<file path="config.mk">
export PLATFORM = sky130hd
export DESIGN_NAME = double_ended_queue
export DESIGN_NICKNAME = d
export VERILOG_FILES = /design/src/hdl/deq_pkg.sv /design/src/hdl/deq_ram.sv /design/src/hdl/double_ended_queue.sv
export SDC_FILE = /design/constraint.sdc
export NUM_CORES = 1
export LEC_CHECK = 0
export BUFFER_PORTS_ARGS = -buffer_cell sky130_fd_sc_hd__buf_4
export CELL_PAD_IN_SITES_DETAIL_PLACEMENT = 1
export CELL_PAD_IN_SITES_GLOBAL_PLACEMENT = 1
export CORE_UTILIZATION = 55
export CTS_BUF_LIST = sky130_fd_sc_hd__clkbuf_4
export CTS_CLUSTER_DIAMETER = 30
export DETAILED_ROUTE_END_ITERATION = 8
export PLACE_DENSITY_LB_ADDON = 0.1
export SYNTH_ARGS = -nofsm -noshare
export SYNTH_HDL_FRONTEND = slang
export SYNTH_SLANG_ARGS = --single-unit
</file>
<file path="constraint.sdc">
create_clock -name clock -period 13.4 [get_ports clock]
set_input_delay 2.68 -clock clock [delete_from_list [all_inputs] [get_ports clock]]
set_output_delay 2.68 -clock clock [all_outputs]
set_load 0.02 [all_outputs]
</file>
<file path="src/hdl/deq_pkg.sv">
// Shared types and constants for the double-ended queue.
// Request kind codes, status codes, port field widths and the pipeline record.
// No dependencies.
`default_nettype none

package deq_pkg;

   // port field widths
   localparam int KIND_W      = 3;
   localparam int VALUE_W     = 32;
   localparam int DATA_OUT_W  = 32;
   localparam int STATUS_W    = 2;
   localparam int COUNT_OUT_W = 5;
   localparam int REQ_TDATA_W = 32;
   localparam int RSP_TDATA_W = 40;

   // request kinds
   localparam logic [KIND_W-1:0] KIND_PUSH_FRONT = 3'd0;
   localparam logic [KIND_W-1:0] KIND_PUSH_REAR  = 3'd1;
   localparam logic [KIND_W-1:0] KIND_POP_FRONT  = 3'd2;
   localparam logic [KIND_W-1:0] KIND_POP_REAR   = 3'd3;
   localparam logic [KIND_W-1:0] KIND_PEEK_FRONT = 3'd4;
   localparam logic [KIND_W-1:0] KIND_PEEK_REAR  = 3'd5;

   // result status
   localparam logic [STATUS_W-1:0] STATUS_OK    = 2'd0;
   localparam logic [STATUS_W-1:0] STATUS_EMPTY = 2'd1;
   localparam logic [STATUS_W-1:0] STATUS_FULL  = 2'd2;

   // what travels alongside the memory read while it is in flight
   typedef struct packed {
      logic                   is_read;
      logic [STATUS_W-1:0]    status;
      logic [COUNT_OUT_W-1:0] count_after;
      logic                   is_empty;
   } meta_type;

endpackage

`default_nettype wire

</file>
<file path="src/hdl/deq_ram.sv">
// Generic single-clock RAM: one write port, one read port, registered read.
// Used for the entry store of the queue. No dependencies.
`default_nettype none

module deq_ram #(
   parameter int WIDTH = 32,
   parameter int DEPTH = 16
) (
   input  wire logic                     clock,
   input  wire logic                     wr_en,
   input  wire logic [$clog2(DEPTH)-1:0] wr_addr,
   input  wire logic [WIDTH-1:0]         wr_data,
   input  wire logic                     rd_en,
   input  wire logic [$clog2(DEPTH)-1:0] rd_addr,
   output logic      [WIDTH-1:0]         rd_data
);

   logic [WIDTH-1:0] mem_ff [DEPTH];
   logic [WIDTH-1:0] rd_data_ff;

   always_ff @(posedge clock) begin
      if (wr_en) begin
         mem_ff[wr_addr] <= wr_data;
      end
      // hold the last read word until the next read
      if (rd_en) begin
         rd_data_ff <= mem_ff[rd_addr];
      end
   end

   assign rd_data = rd_data_ff;

endmodule

`default_nettype wire

</file>
<file path="src/hdl/double_ended_queue.sv">
// Bounded double-ended queue on a ring store held in one synchronous RAM.
// Depends on deq_pkg (codes, widths, pipeline record) and deq_ram.
//
//   channel  direction  ports                         item contents (low bits first)
//   req      in         req_tvalid/tready/tdata/tuser tdata: value; tuser: kind
//   rsp      out        rsp_tvalid/tready/tdata       tdata: data_out, status,
//                                                       count_after, is_empty
//
// One item per cycle sustained while rsp is ready; a result passes through the
// registered read of the entry RAM and then the output register.
// Head and count are updated at acceptance, so the next item sees them at once.
// Reset clears head, count and both valid flags; the RAM is not cleared, as only
// occupied slots are ever read.
// A stalled rsp holds the output register; the in-flight item then waits and
// req_tready drops until the output register frees.
`default_nettype none

module double_ended_queue #(
   parameter int DEPTH      = 16,
   parameter int DATA_WIDTH = 32
) (
   input  wire logic                               clock,
   input  wire logic                               reset,
   // request channel
   input  wire logic                               req_tvalid,
   output logic                                    req_tready,
   input  wire logic [deq_pkg::REQ_TDATA_W-1:0]    req_tdata,  // [31:0] value
   input  wire logic [deq_pkg::KIND_W-1:0]         req_tuser,  // [2:0] kind
   // result channel
   output logic                                    rsp_tvalid,
   input  wire logic                               rsp_tready,
   output logic      [deq_pkg::RSP_TDATA_W-1:0]    rsp_tdata   // [31:0] data_out,
                                                               // [33:32] status,
                                                               // [38:34] count_after,
                                                               // [39] is_empty
);

   localparam int AW = $clog2(DEPTH);
   localparam int CW = $clog2(DEPTH + 1);

   // ---------------------------------------------------------------- state
   logic [AW-1:0]            head_ff, head_in;
   logic [CW-1:0]            count_ff, count_in;
   logic                     s1_valid_ff, s1_valid_in;
   deq_pkg::meta_type        s1_meta_ff, s1_meta_in;
   logic                     rsp_valid_ff, rsp_valid_in;
   logic [deq_pkg::RSP_TDATA_W-1:0] rsp_data_ff, rsp_data_in;

   // ---------------------------------------------------------------- RAM port
   logic                     wr_en, rd_en;
   logic [AW-1:0]            wr_addr, rd_addr;
   logic [DATA_WIDTH-1:0]    wr_data, rd_data;

   // ---------------------------------------------------------------- decode
   logic                     accept, s1_move;
   logic                     is_full, is_empty_now;
   logic [AW-1:0]            head_prev, head_next;
   logic [CW-1:0]            rear_offset;
   logic [AW:0]              rear_sum;
   logic [AW-1:0]            rear_slot;
   logic [deq_pkg::KIND_W-1:0] kind;

   assign kind         = req_tuser;
   assign is_full      = (count_ff == CW'(DEPTH));
   assign is_empty_now = (count_ff == '0);

   // advance s1 into the output register when that register frees this cycle
   assign s1_move    = s1_valid_ff && (!rsp_valid_ff || rsp_tready);
   assign req_tready = !s1_valid_ff || s1_move;
   assign accept     = req_tvalid && req_tready;

   // neighbouring head slots, wrapping at DEPTH
   assign head_prev = (head_ff == '0) ? AW'(DEPTH - 1) : head_ff - 1'b1;
   assign head_next = (head_ff == AW'(DEPTH - 1)) ? '0 : head_ff + 1'b1;

   // rear slot: a push rear lands count places after head, the rear entry sits
   // count-1 places after it; the sum stays below twice DEPTH
   always_comb begin
      if (kind == deq_pkg::KIND_PUSH_REAR || is_empty_now) begin
         rear_offset = count_ff;
      end else begin
         rear_offset = count_ff - 1'b1;
      end
      rear_sum = (AW+1)'(head_ff) + (AW+1)'(rear_offset);
      if (rear_sum >= (AW+1)'(DEPTH)) begin
         rear_slot = AW'(rear_sum - (AW+1)'(DEPTH));
      end else begin
         rear_slot = AW'(rear_sum);
      end
   end

   // ---------------------------------------------------------------- step
   always_comb begin
      logic [deq_pkg::STATUS_W-1:0] status;
      logic                         is_read;
      logic                         do_wr;
      logic                         do_rd;

      status   = deq_pkg::STATUS_OK;
      is_read  = 1'b0;
      do_wr    = 1'b0;
      do_rd    = 1'b0;
      head_in  = head_ff;
      count_in = count_ff;
      wr_addr  = rear_slot;
      rd_addr  = rear_slot;

      case (kind)
         deq_pkg::KIND_PUSH_FRONT: begin
            if (is_full) begin
               status = deq_pkg::STATUS_FULL;
            end else begin
               do_wr    = 1'b1;
               wr_addr  = head_prev;
               head_in  = head_prev;
               count_in = count_ff + 1'b1;
            end
         end
         deq_pkg::KIND_PUSH_REAR: begin
            if (is_full) begin
               status = deq_pkg::STATUS_FULL;
            end else begin
               do_wr    = 1'b1;
               count_in = count_ff + 1'b1;
            end
         end
         deq_pkg::KIND_POP_FRONT, deq_pkg::KIND_PEEK_FRONT: begin
            if (is_empty_now) begin
               status = deq_pkg::STATUS_EMPTY;
            end else begin
               do_rd   = 1'b1;
               is_read = 1'b1;
               rd_addr = head_ff;
               if (kind == deq_pkg::KIND_POP_FRONT) begin
                  head_in  = head_next;
                  count_in = count_ff - 1'b1;
               end
            end
         end
         deq_pkg::KIND_POP_REAR, deq_pkg::KIND_PEEK_REAR: begin
            if (is_empty_now) begin
               status = deq_pkg::STATUS_EMPTY;
            end else begin
               do_rd   = 1'b1;
               is_read = 1'b1;
               if (kind == deq_pkg::KIND_POP_REAR) begin
                  count_in = count_ff - 1'b1;
               end
            end
         end
         default: begin
            // unused kinds leave the queue untouched
         end
      endcase

      // drop every effect unless the item is actually taken
      if (!accept) begin
         head_in  = head_ff;
         count_in = count_ff;
      end
      wr_en = accept && do_wr;
      rd_en = accept && do_rd;

      s1_meta_in.is_read     = is_read;
      s1_meta_in.status      = status;
      s1_meta_in.count_after = deq_pkg::COUNT_OUT_W'(count_in);
      s1_meta_in.is_empty    = (count_in == '0);
   end

   // keep the low DATA_WIDTH bits of the pushed word
   assign wr_data = DATA_WIDTH'(req_tdata);

   deq_ram #(
      .WIDTH (DATA_WIDTH),
      .DEPTH (DEPTH)
   ) u_store (
      .clock   (clock),
      .wr_en   (wr_en),
      .wr_addr (wr_addr),
      .wr_data (wr_data),
      .rd_en   (rd_en),
      .rd_addr (rd_addr),
      .rd_data (rd_data)
   );

   // ---------------------------------------------------------------- pipeline
   always_comb begin
      logic [deq_pkg::DATA_OUT_W-1:0] data_out;

      if (s1_meta_ff.is_read) begin
         data_out = deq_pkg::DATA_OUT_W'(rd_data);
      end else begin
         data_out = '0;
      end
      rsp_data_in = {s1_meta_ff.is_empty, s1_meta_ff.count_after,
                     s1_meta_ff.status, data_out};

      if (accept) begin
         s1_valid_in = 1'b1;
      end else if (s1_move) begin
         s1_valid_in = 1'b0;
      end else begin
         s1_valid_in = s1_valid_ff;
      end

      if (s1_move) begin
         rsp_valid_in = 1'b1;
      end else if (rsp_tready) begin
         rsp_valid_in = 1'b0;
      end else begin
         rsp_valid_in = rsp_valid_ff;
      end
   end

   always_ff @(posedge clock) begin
      if (reset) begin
         head_ff      <= '0;
         count_ff     <= '0;
         s1_valid_ff  <= 1'b0;
         rsp_valid_ff <= 1'b0;
      end else begin
         head_ff      <= head_in;
         count_ff     <= count_in;
         s1_valid_ff  <= s1_valid_in;
         rsp_valid_ff <= rsp_valid_in;
      end
   end

   // payload: no reset
   always_ff @(posedge clock) begin
      if (accept) begin
         s1_meta_ff <= s1_meta_in;
      end
      if (s1_move) begin
         rsp_data_ff <= rsp_data_in;
      end
   end

   assign rsp_tvalid = rsp_valid_ff;
   assign rsp_tdata  = rsp_data_ff;

   // ---------------------------------------------------------------- checks
`ifndef SYNTH
   a_count_bounded: assert property (@(posedge clock) disable iff (reset)
      count_ff <= CW'(DEPTH))
      else $error("entry count beyond depth");

   a_full_push_ignored: assert property (@(posedge clock) disable iff (reset)
      (accept && is_full &&
       (kind == deq_pkg::KIND_PUSH_FRONT || kind == deq_pkg::KIND_PUSH_REAR))
      |=> (count_ff == $past(count_ff)) && (head_ff == $past(head_ff)))
      else $error("push onto a full queue changed state");

   a_pop_decrements: assert property (@(posedge clock) disable iff (reset)
      (accept && !is_empty_now &&
       (kind == deq_pkg::KIND_POP_FRONT || kind == deq_pkg::KIND_POP_REAR))
      |=> count_ff == CW'($past(count_ff) - 1'b1))
      else $error("pop did not remove one entry");

   a_s1_holds_on_stall: assert property (@(posedge clock) disable iff (reset)
      (s1_valid_ff && !s1_move) |=> s1_valid_ff && $stable(s1_meta_ff))
      else $error("in-flight item lost while output stalled");
`endif

endmodule

`default_nettype wire
</file>
# After elaboration in Yosys (flattened, before gate mapping)

Memory sizes are Yosys's and may differ from the RTL's. A register that Yosys moved wholly into a read port is not among the register bits.
Index checks and enable logic that the tools add are counted.

Equal/unequal tests: 10
Add/subtract/negate cells: 6
Mux-type cells: 32
$lt $le $gt $ge: 1
Reductions and logical operators: 21

Operators with widths:

| cell                                                 | count |
|---|---|
| 2-to-1 mux 4 bit                                     | 10 |
| 2-to-1 mux 5 bit                                     | 7 |
| one-hot mux 5 bit (3 select lines)                   | 1 |
| 2-to-1 mux 1 bit                                     | 11 |
| zero test 5 bit                                      | 2 |
| one-hot mux 4 bit (2 select lines)                   | 1 |
| subtractor 4 x 1 -> 4 bit (second input constant)    | 2 |
| equality test 3 x 2 -> 1 bit (second input constant) | 2 |
| equality test 3 bit (second input constant)          | 2 |
| != test 2 bit (second input constant)                | 3 |
| nonzero test 2 bit                                   | 3 |
| OR reduction 2 bit                                   | 3 |
| adder 4 x 5 -> 5 bit                                 | 1 |
| adder 5 x 1 -> 5 bit (second input constant)         | 1 |
| equality test 5 bit (second input constant)          | 1 |
| >= comparator 5 bit (second input constant)          | 1 |
| AND reduction 5 bit                                  | 1 |
| subtractor 5 x 1 -> 5 bit (second input constant)    | 1 |
| adder 4 x 1 -> 4 bit (second input constant)         | 1 |
| equality test 4 bit (second input constant)          | 1 |
| logical AND 1 bit                                    | 4 |
| zero test 4 bit                                      | 1 |
| one-hot mux 2 bit (2 select lines)                   | 1 |
| OR reduction 4 bit                                   | 1 |
| other kinds (5)                                      | 8 |

Memories kept: 1
Bits of input ports: 39
Output and inout port bits: 42
Bits in writable memories: 512
Register bits: 60
Logic and storage cells: 81

Memory list:

| name           | depth | bits a word | rd ports | clocked after memory_dff | wr ports | RTL line      | text |
|---|---|---|---|---|---|---|---|
| u_store.mem_ff | 16    | 32          | 1        | 1                        | 1        | deq_ram.sv:18 | `logic [WIDTH-1:0] mem_ff [DEPTH];` |

# Longest topological paths before layout

Word-level depth: 8
Depth in mapped cells: 17

# Hierarchy

From an unflattened synthesis, not the netlist that was laid out.

Cell total of the unflattened synthesis: 1088
Area total of the unflattened synthesis: 23079.6 um^2

Modules (own cells, without submodules):

| module             | cells an instance | sequential area each (um^2) | area each (um^2) | instances |
|---|---|---|---|---|
| deq_ram            | 838               | 16335.7                     | 20155.6          | 1 |
| double_ended_queue | 250               | 1691.6                      | 2924.1           | 1 |

# Least setup slack after synthesis

Ideal clock, no wire load.

Kind: input to register
Start: input req_tuser[2] (netlist name)
End: memory u_store.mem_ff[10][0] (enable)
Cell stages on the path: 11
Data arrival time: 6.238 ns
Slack: 6.741 ns
Cell sequence: buf_4 > or3b_2 > nand3_1 > xnor2_1 > ha_1 > a21oi_1 > a21boi_0 > o22a_1 > o31ai_1 > nand2_1 > nor2_1

Cells in the longest elaborated chain, start to end: 8
Elaborated cells on any way between the ends: 15
Those cells by class: 2 x add/sub; 1 x order compare; 1 x eq/ne; 7 x mux; 4 x reduce/logical

RTL lines:

| element                                                          | RTL line                                            | text |
|---|---|---|
| from (decl)                                                      | double_ended_queue.sv:28                            | `input wire logic [deq_pkg::KIND_W-1:0] req_tuser,` |
| equality test 3 x 1 -> 1 bit                                     | double_ended_queue.sv:79, double_ended_queue.sv:108 |  |
| logical OR 1 bit                                                 | double_ended_queue.sv:79                            | `if (kind == deq_pkg::KIND_PUSH_REAR \|\| is_empty_now) begin` |
| 2-to-1 mux 5 bit                                                 | double_ended_queue.sv:79                            |  |
| adder 4 x 5 -> 5 bit                                             | double_ended_queue.sv:84                            | `rear_sum = (AW+1)'(head_ff) + (AW+1)'(rear_offset);` |
| subtractor 4 x 1 -> 4 bit or >= comparator 5 bit (tied branches) | double_ended_queue.sv:86, double_ended_queue.sv:85  |  |
| 2-to-1 mux 4 bit                                                 | double_ended_queue.sv:85                            | `if (rear_sum >= (AW+1)'(DEPTH)) begin` |
| 2-to-1 mux 4 bit                                                 | double_ended_queue.sv:110                           | `if (is_full) begin` |
| 2-to-1 mux 4 bit                                                 | double_ended_queue.sv:108                           | `case (kind)` |
| to (decl)                                                        | deq_ram.sv:18                                       |  |

Several ways; a longest one is shown, not always the timed one.

# Final worst setup path

Start: input req_tuser[0] (netlist name)
End: register u_store.rd_data_ff[9], in the netlist u_store.rd_data[9], read port of u_store.mem_ff (data pin)

Cells in the longest elaborated chain, start to end: 8
Elaborated cells on any way between the ends: 17
Those cells by class: 2 x add/sub; 1 x order compare; 5 x eq/ne; 5 x mux; 4 x reduce/logical

RTL lines:

| element                                                          | RTL line                                           | text |
|---|---|---|
| equality test 3 x 1 -> 1 bit                                     | double_ended_queue.sv:79                           |  |
| logical OR 1 bit                                                 | double_ended_queue.sv:79                           |  |
| 2-to-1 mux 5 bit                                                 | double_ended_queue.sv:79                           |  |
| adder 4 x 5 -> 5 bit                                             | double_ended_queue.sv:84                           |  |
| subtractor 4 x 1 -> 4 bit or >= comparator 5 bit (tied branches) | double_ended_queue.sv:86, double_ended_queue.sv:85 |  |
| 2-to-1 mux 4 bit                                                 | double_ended_queue.sv:85                           |  |
| 2-to-1 mux 4 bit                                                 | double_ended_queue.sv:128                          | `if (is_empty_now) begin` |
| 2-to-1 mux 4 bit                                                 | double_ended_queue.sv:108                          |  |
| to (decl)                                                        | deq_ram.sv:19                                      | `logic [WIDTH-1:0] rd_data_ff;` |

Several ways; a longest one is shown, not always the timed one.
A chain may end at the register's enable or synchronous reset.

==> results.ini <==
[route]
dr_total_vias=17065
wire_per_inst_um=28.1
postRouteAntennaNets=0
routed_wl_um=71300
drtIter0Drc=1780
first_pass_iters=5
wl_met3_um=4950
dr.max_layer_used=met4
via_per_inst=6.74
wl_met1_um=29200
drcViolationCount=0
routed-wl-met2_um=35000

[worst_setup_path]
cpPeakStageDelay_ns=0.85
rr_startpoint=count_ff[0]
crit_required_ns=14.11
crit_path_end_kind=flop
worstSetupPathType=in -> reg
crit_start=req_tuser[0]
cp_max_fo=68
crit_arrival_ns=7.79
start_kind=primary input
cpMostUsedCell=buf_4
cp_slowest_cell=and2_4
cp_cell_sequence=buf_4 -> or3b_2 -> nand2_1 -> xnor2_1 -> ha_1 -> inv_1 -> fa_1 -> xnor2_1 -> o31ai_4 -> buf_4 -> and2_4 -> buf_4 -> a32oi_1 -> mux2i_1 -> mux2i_1

[yosys]
synth_top_area_share=0.705
synthMuxAreaShare=0.0406
synth_fa_ha_area_frac=0.00476
syn-cell-area_um2=25300
yosysWarningCount=0
ys_seq_elements=604
synth_top_area_cell=edfxtp_1
async_flop_share=0
netlist_instances=1723
synthSimpleGateAreaFrac=0.0524
avgSynthCellArea_um2=14.7
post-synth-top-count-cell=edfxtp_1
synthTopCellsByArea=edfxtp_1 71%, a32oi_1 8.9%, o21ai_0 5.0%
synth_edf_count=593
synth_common_cells=593 x edfxtp_1, 256 x a32oi_1, 250 x o21ai_0
synth_flop_cell=edfxtp_1
synth_top_family_by_area=compound AO/OA/AOI/OAI gates
synth.distinct_cells=56
yosysSeqAreaShare=0.714
synth_compound_area_frac=0.151
synth_xor_area_frac=0.00416
syn_nets=1771

[power]
seqPwrFrac=0.464
clkPwrFrac=0.349
power.density_nw_per_um2=164
internal-power_uw=3300
power.total_uw=4630
combPwrFrac=0.188
vdd_ir_drop_max_mv=0.0920
p_switching_uw=1330
p_leak_uw=0.00936
swShare=0.287

[sta]
rsz0062_at_grt=no
finalHoldViolCount=0
min_period_ns=7.08
fin_skew_ns=0.0454
slew_headroom=0.220
tns_ns=0
period_share=0.528
worst_slew_pin_slew_ns=1.17
setup_viol=0
drv_slew=0
fmax_ghz=0.141

[clocking]
clock-sinks=604
cts_setup_buffers=0
clockBufferDepth=3
root_buffer=clkbuf_4
cts_tree=yes
postCtsHoldBufs=0
clk_pin_slew_ns=0.06
cts_resized=0
cts_max_level=4
clk_latency_ns=1.00
cts_buffers=156

[placed_design]
hpwlAfterDp_um=33100
gp_congestion=0.812
io_buffers=80

[final_layout]
n_fill_cell=4278
syn2layout_area_growth_pct=12.0
drive_gt1_frac=0.206
finalNetCount=1869

[run_status]
outcome=finished, final reports clean

[grt]
grt_max_degree=108
grt_pass1_wl_um=107000
grtUsageTotal=0.307
gr-total-overflow=0
grt_pass1_vias=17827
antenna_found_initial=4

[die]
io_pins=81
die_h_um=216
coreArea_um2=45300
die_w_um=216
die_area_um2=46800
rows=78
start_util=0.558

[hold_path]
hp-start=rsp_data_in[39]
hp-class=reg -> reg

[job]
max_cap_violations=0

==> registers in the layout, summed over array words and instances, names as in the netlist <==
signal / cells
head_ff: 4
rsp_tvalid: 1
count_ff: 5
u_store.rd_data: 32
s1_valid_ff: 1
u_store.mem_ff: 512
s1_meta_ff: 1
rsp_data_in: 8
rsp_tdata: 40
==> cells in the final DEF (no fill, tap or decap), types with 17 or more instances in the layout <==
master	netlist	layout
and2_1	33	32
nand2_1	17	17
clkbuf_4	0	227
mux2i_1	99	99
buf_4	8	118
nand3_1	138	137
edfxtp_1	593	593
clkinv_1	0	18
o21ai_0	250	250
a32oi_1	256	256
==> per-layer routing <==
metal / global-route usage / vias to the layer above
li1: - / 7322
met1: 0.398 / 8823
met2: 0.502 / 773
met5: 0 / -
met3: 0.0591 / 147
met4: 0.142 / 0
==> power groups by stage <==
stage | Sequential (µW) | Combinational [µW] | Clock [µW]
after floorplan | 2190 | 597 | 0
after global placement | 2190 | 820 | 0
after detailed placement | 2190 | 852 | 0
after CTS | 2150 | 862 | 1650
after global routing | 2150 | 928 | 1720
final | 2150 | 869 | 1610
==> through the flow <==
step	instances	util	worst slack (ns)	hold slack, ns	area (µm²)
after floorplan	1723	-	6.74	0.400	25300
after global placement	2263	0.581	5.64	0.402	26300
after detailed placement	2263	0.581	5.46	0.409	26300
final	2533	0.625	6.32	0.420	28300
after global routing	2531	0.625	6.16	0.437	28300
after CTS	2526	0.624	6.51	0.424	28300
==> worst max-delay path, delay by kind of cell <==
kind / cells / cell delay (ns)
XOR/XNOR: 2 / 0.36
AO/OA/AOI/OAI: 2 / 0.34
multiplexers: 2 / 0.36
AND/OR/NAND/NOR: 3 / 1.51
buffers and inverters: 4 / 1.77
adder cells (fa/ha/maj): 2 / 0.64
==> layout make-up <==
class	count	area, µm²	area share
clock inverters	36	280	0.00991
well taps	600	751	0.0265
repair buffers	118	886	0.0313
diodes	7	17.5	0.000619
flip-flops and latches	604	18000	0.637
multi-input cells	927	6570	0.232
inverters	14	52.6	0.00186
clock buffers	227	1700	0.0602
==> logic make-up after synthesis <==
logic type	after synthesis
AOI/OAI and AO/OA	552
xor gates and xnor gates	12
adders and majority gates	9
buffers and inverters	192
DFF	604
muxes	102
and+or+nand+nor	252
==> worst paths after layout <==
kind	end	slack, ns	cells after the start
hold reg to reg	rsp_tdata[39]	0.42	0
setup reg to reg	u_store.rd_data[9]	7.10	16
setup / recovery	u_store.rd_data[9]	6.32	15
hold / removal	rsp_tdata[39]	0.42	0
(Power assumes the default switching activity.)
